[src/sv/lth_pkg.sv]
// ---------------------------------------------------------------------------
// Tiered latency histogram package
// Shared types, codes and constants for the tiered latency histogram.
// ---------------------------------------------------------------------------
`default_nettype none

package lth_pkg;

   // Counter width; counters wrap at this width.
   localparam int COUNT_BITS = 32;

   // Bin store layout.
   localparam int NUM_BINS      = 162;
   localparam int BIN_ADDR_BITS = $clog2(NUM_BINS);
   localparam int TOTAL_INDEX   = 162;

   localparam logic [7:0] USEC_BASE    = 8'd1;
   localparam logic [7:0] MSEC_BASE    = 8'd101;
   localparam logic [7:0] HALFSEC_BASE = 8'd151;
   localparam logic [7:0] WAYOUT_BIN   = 8'd161;

   // Tier limits in nanoseconds.
   localparam logic [63:0] LIMIT_USEC    = 64'd1000;
   localparam logic [63:0] LIMIT_MSEC    = 64'd1000000;
   localparam logic [63:0] LIMIT_50MSEC  = 64'd50000000;
   localparam logic [63:0] LIMIT_5SEC    = 64'd5000000000;

   // Operation codes.
   localparam logic [1:0] FUNC_RECORD = 2'd0;
   localparam logic [1:0] FUNC_READ   = 2'd1;
   localparam logic [1:0] FUNC_CLEAR  = 2'd2;

   typedef struct packed {
      logic [1:0]  func;
      logic [63:0] sample_ns;
      logic [7:0]  read_index;
   } lth_req_type;

   typedef struct packed {
      logic [7:0]  bin_hit;
      logic [31:0] count_value;
   } lth_rsp_type;

   typedef enum logic [2:0] {
      ST_SWEEP,
      ST_IDLE,
      ST_CALC,
      ST_LOOKUP,
      ST_UPDATE
   } lth_state_type;

endpackage

`default_nettype wire

[src/sv/lth_bin_map.sv]
// ---------------------------------------------------------------------------
// Tiered latency histogram bin mapper
// Maps a latency in nanoseconds to its bin. The tier quotients come from
// reciprocal multiplications that are exact over each tier's range; the
// products and tier flags are registered, so the bin is valid in the cycle
// after the sample.
// ---------------------------------------------------------------------------
`default_nettype none

module lth_bin_map (
   input  wire logic        clock,
   input  wire logic [63:0] sample_ns,
   output      logic [7:0]  bin
);

   import lth_pkg::*;

   // Reciprocals: ns / 10000 for ns below 2^20, ns / 1e6 for ns below 2^26,
   // (ns >> 8) / 1953125 (that is ns / 5e8) for ns below 2^33.
   localparam logic [20:0] RECIP_10US  = 21'd1717987;
   localparam logic [26:0] RECIP_1MS   = 27'd70368745;
   localparam logic [25:0] RECIP_500MS = 26'd36028798;

   logic [40:0] prod_us;
   logic [52:0] prod_ms;
   logic [50:0] prod_hs;

   logic [6:0] q_us_ff;
   logic [5:0] q_ms_ff;
   logic [3:0] q_hs_ff;
   logic       lt_usec_ff;
   logic       lt_msec_ff;
   logic       lt_50msec_ff;
   logic       lt_5sec_ff;

   // Reciprocal products.
   always_comb begin
      prod_us = 41'(sample_ns[19:0]) * 41'(RECIP_10US);
      prod_ms = 53'(sample_ns[25:0]) * 53'(RECIP_1MS);
      prod_hs = 51'(sample_ns[32:8]) * 51'(RECIP_500MS);
   end

   // Quotient and tier flag registers.
   always_ff @(posedge clock) begin
      q_us_ff      <= prod_us[40:34];
      q_ms_ff      <= prod_ms[51:46];
      q_hs_ff      <= prod_hs[49:46];
      lt_usec_ff   <= sample_ns < LIMIT_USEC;
      lt_msec_ff   <= sample_ns < LIMIT_MSEC;
      lt_50msec_ff <= sample_ns < LIMIT_50MSEC;
      lt_5sec_ff   <= sample_ns < LIMIT_5SEC;
   end

   // Tier selection.
   always_comb begin
      if (lt_usec_ff) begin
         bin = 8'd0;
      end else if (lt_msec_ff) begin
         bin = USEC_BASE + 8'(q_us_ff);
      end else if (lt_50msec_ff) begin
         bin = MSEC_BASE + 8'(q_ms_ff);
      end else if (lt_5sec_ff) begin
         bin = HALFSEC_BASE + 8'(q_hs_ff);
      end else begin
         bin = WAYOUT_BIN;
      end
   end

endmodule

`default_nettype wire

[config.mk]
export PLATFORM = sky130hd
export DESIGN_NAME = lth_bin_map
export DESIGN_NICKNAME = d
export VERILOG_FILES = /design/src/sv/lth_pkg.sv /design/src/sv/lth_bin_map.sv
export SDC_FILE = /design/constraint.sdc
export NUM_CORES = 2
export LEC_CHECK = 0
export BUFFER_PORTS_ARGS = -buffer_cell sky130_fd_sc_hd__buf_4
export CAP_MARGIN = 15
export CORE_UTILIZATION = 30
export CTS_CLUSTER_DIAMETER = 30
export DETAILED_ROUTE_END_ITERATION = 8
export HOLD_SLACK_MARGIN = 0.05
export PLACE_DENSITY_LB_ADDON = 0.25
export RECOVER_POWER = 100
export SLEW_MARGIN = 20
export SYNTH_ARGS = -nofsm -noshare
export SYNTH_HDL_FRONTEND = slang
export SYNTH_SLANG_ARGS = --single-unit
[constraint.sdc]
create_clock -name clock -period 5.91 [get_ports clock]
set_input_delay 0 -clock clock [delete_from_list [all_inputs] [get_ports clock]]
set_output_delay 0 -clock clock [all_outputs]
set_load 0.01 [all_outputs]
==> key figures <==
Route
  • Final ANT Viol Nets: 0
  • Vias: 21085
  • # DRC: 0
  • Violation count after the first detailed-route iteration: 1024
  • Drt first pass iters: 6
  • WL/cell: 20.4 um
  • Detailed Route WL: 94000 um
  • DR vias/cell: 4.58

STA
  • Crit path time final: 5.73 ns
  • Worst-Margin Slew: 0.624 ns
  • Setup violators final: 0
  • Final period utilization: 97.0%
  • TNS Setup: 0 ns
  • Max Freq: 174 MHz
  • Final slew viol count: 0
  • Slew Limit Headroom: between 50% and 60%
  • Hold Fails Final Rpt: 0

Global route
  • First-pass GRT wire length: 141000 um
  • GRT overflow: 0
  • Initial antenna violation count: 10
  • Largest net degree at the start of global routing: 17
  • Total track usage: 20.1%
  • Vias in the first global route: 22792

Worst setup path
  • CP endpoint kind: flip-flop
  • CP Capture Point: q_ms_ff[0]$_DFF_P_
  • WP data arrival: 5.89 ns
  • Crit path from: sample_ns[11]
  • Critical path class: input port to flip-flop
  • CP Launch Type: input port
  • Worst EP required: 6.06 ns
  • Worst-path fanout max: 5

Die
  • Chip width: 310 um
  • Die H: between 300 and 400 um
  • Initial core utilization: 30.3%
  • Row cnt: roughly 110
  • Die ar.: around 0.096 mm2
  • Io pins: 73
  • Core area: around 0.094 mm2

Clock tree
  • Clock root cell: clkbuf_16
  • H-tree depth: 1
  • Worst-path clk slew: 0.07 ns
  • Clock sink count: 21
  • Cts hold-fix bufs: 0
  • # Post-CTS Setup Buffers: 0
  • Post-CTS sizing: 0
  • CTS tree: yes
  • Bufs on Longest Clock Path: 2
  • CTS buffer count: 3

Final layout
  • Fillers: 9801
  • Most frequent cells in the layout: inv_1 (941), ha_1 (692), fa_1 (579)
  • Nets@finish: between 4000 and 5000
  • Synth-to-Final Area Change: 18.3%
  • Commonest non-fill, non-tap cell in the layout: inv_1
  • Final core utilization: between 30% and 40%
  • Share of cells above drive strength 1: 15.2%

Logic synthesis
  • Syn_nets: 4257
  • Post-synth EDFFs: 0
  • #FFs+latches synth: 21
  • Syn_area_per_cell: 9.77 um2
  • Most used DFF post-synth: dfxtp_1
  • Syn Inst Count: 2907
  • Yosys warning count: 0
  • Mapped Area: 0.0284 mm2
  • Seq/Total Area, Yosys: 1.48%
  • Async SR Flop Fraction: 0%
  • Yosys cell types: 69

Placed design
  • RePlAce Congestion: 0.970
  • IO buf count: 72
  • Dpl hpwl: around 88000 um

Outcome
  • Status: complete, no violations

Hold path
  • Path category of the worst min-delay check: input port to flip-flop
  • Hold_sp: sample_ns[42]

Job
  • Max cap viols: 0
==> kinds of logic after synthesis <==
kind of cell	after synthesis	synth area share, %
compound gates	324	7.24
buf+inv	957	12.6
flops	21	1.48
simple gates	275	5.13
fa+ha+maj	1285	72.1
xor+xnor	45	1.39
==> critical path: stages <==
cell,delay [ns]
buf_4,0.16
fa_1,0.45
inv_1,0.17
fa_1,0.46
buf_4,0.15
fa_1,0.53
inv_1,0.06
fa_1,0.52
fa_1,0.46
fa_1,0.54
inv_1,0.05
fa_1,0.54
inv_1,0.08
ha_1,0.32
nand2_1,0.13
nor3_4,0.17
nand3_2,0.13
or4_1,0.54
o221ai_1,0.23
a21oi_2,0.06
xnor2_1,0.12
==> sequential cells by signal, summed over array words and instances (netlist names) <==
| register | cells |
|---|---|
| lt_50msec_ff | 1 |
| lt_5sec_ff | 1 |
| lt_msec_ff | 1 |
| lt_usec_ff | 1 |
| q_hs_ff | 4 |
| q_ms_ff | 6 |
| q_us_ff | 7 |
==> stage by stage <==
stage               std cells  cell area [um2]  hold WS (ns)  setup WS [ns]
floorplan                2907            28400         0.180          0.210
global placement         4602            33400         0.590         -0.245
detailed placement       4602            33400         0.593         -0.275
CTS                      4606            33500         0.345       0.000838
global route             4607            33600         0.339        -0.0209
finish                   4608            33600         0.309          0.179
==> final cells by class <==
class	instances	area, um2	share of cell area (%)
Timing Repair Buffer	453	3460	10.3
Clock buffer	3	75.1	0.223
Clock inverter	1	5.00	0.0149
Tap cell	1254	1570	4.67
Multi-Input combinational cell	1929	24500	73.0
Inverter	945	3550	10.6
Antenna cell	2	5.00	0.0149
Sequential cell	21	420	1.25
==> how the worst min path moves through the flow <==
stage | to | slack (ns) | cells after the start
after floorplan | lt_msec_ff$_DFF_P_ | 0.18 | 3
after CTS | lt_50msec_ff$_DFF_P_ | 0.34 | 5
after global routing | lt_50msec_ff$_DFF_P_ | 0.34 | 5
after global placement | bin[7] | 0.59 | 3
after detailed placement | bin[7] | 0.59 | 3
final | lt_50msec_ff$_DFF_P_ | 0.31 | 5
==> cells in the mapped netlist (7+ instances only) <==
library cell,count,area (um2)
a211o_1,7,61.3
and3_1,15,93.8
a21oi_1,112,561
o21a_1,10,75.1
ha_1,699,8750
nand3_1,43,215
fa_1,586,11700
o21bai_1,8,60.1
a31oi_1,12,75.1
nor4_1,11,68.8
o21ai_0,62,310
a21o_1,22,165
or2_2,12,75.1
nor3_1,14,70.1
nand2_1,68,255
clkbuf_1,11,41.3
o31ai_1,8,60.1
nand4_1,28,175
inv_1,945,3550
xnor2_1,33,289
nor2_1,46,173
a211oi_1,19,143
xor2_1,12,105
o211ai_1,15,113
dfxtp_1,21,420
==> metal layers <==
metal	track usage, %	vias up	part of all wire [%]
met5	0	-	0.092
met4	4.08	12	2.5
met3	2.31	88	3.9
met2	35.6	368	49
met1	26.3	10591	44
li1	-	10026	-
Power is left out: the tool's default activity adds up to more than one toggle a clock period on the data nets, which glitch-free logic cannot reach.
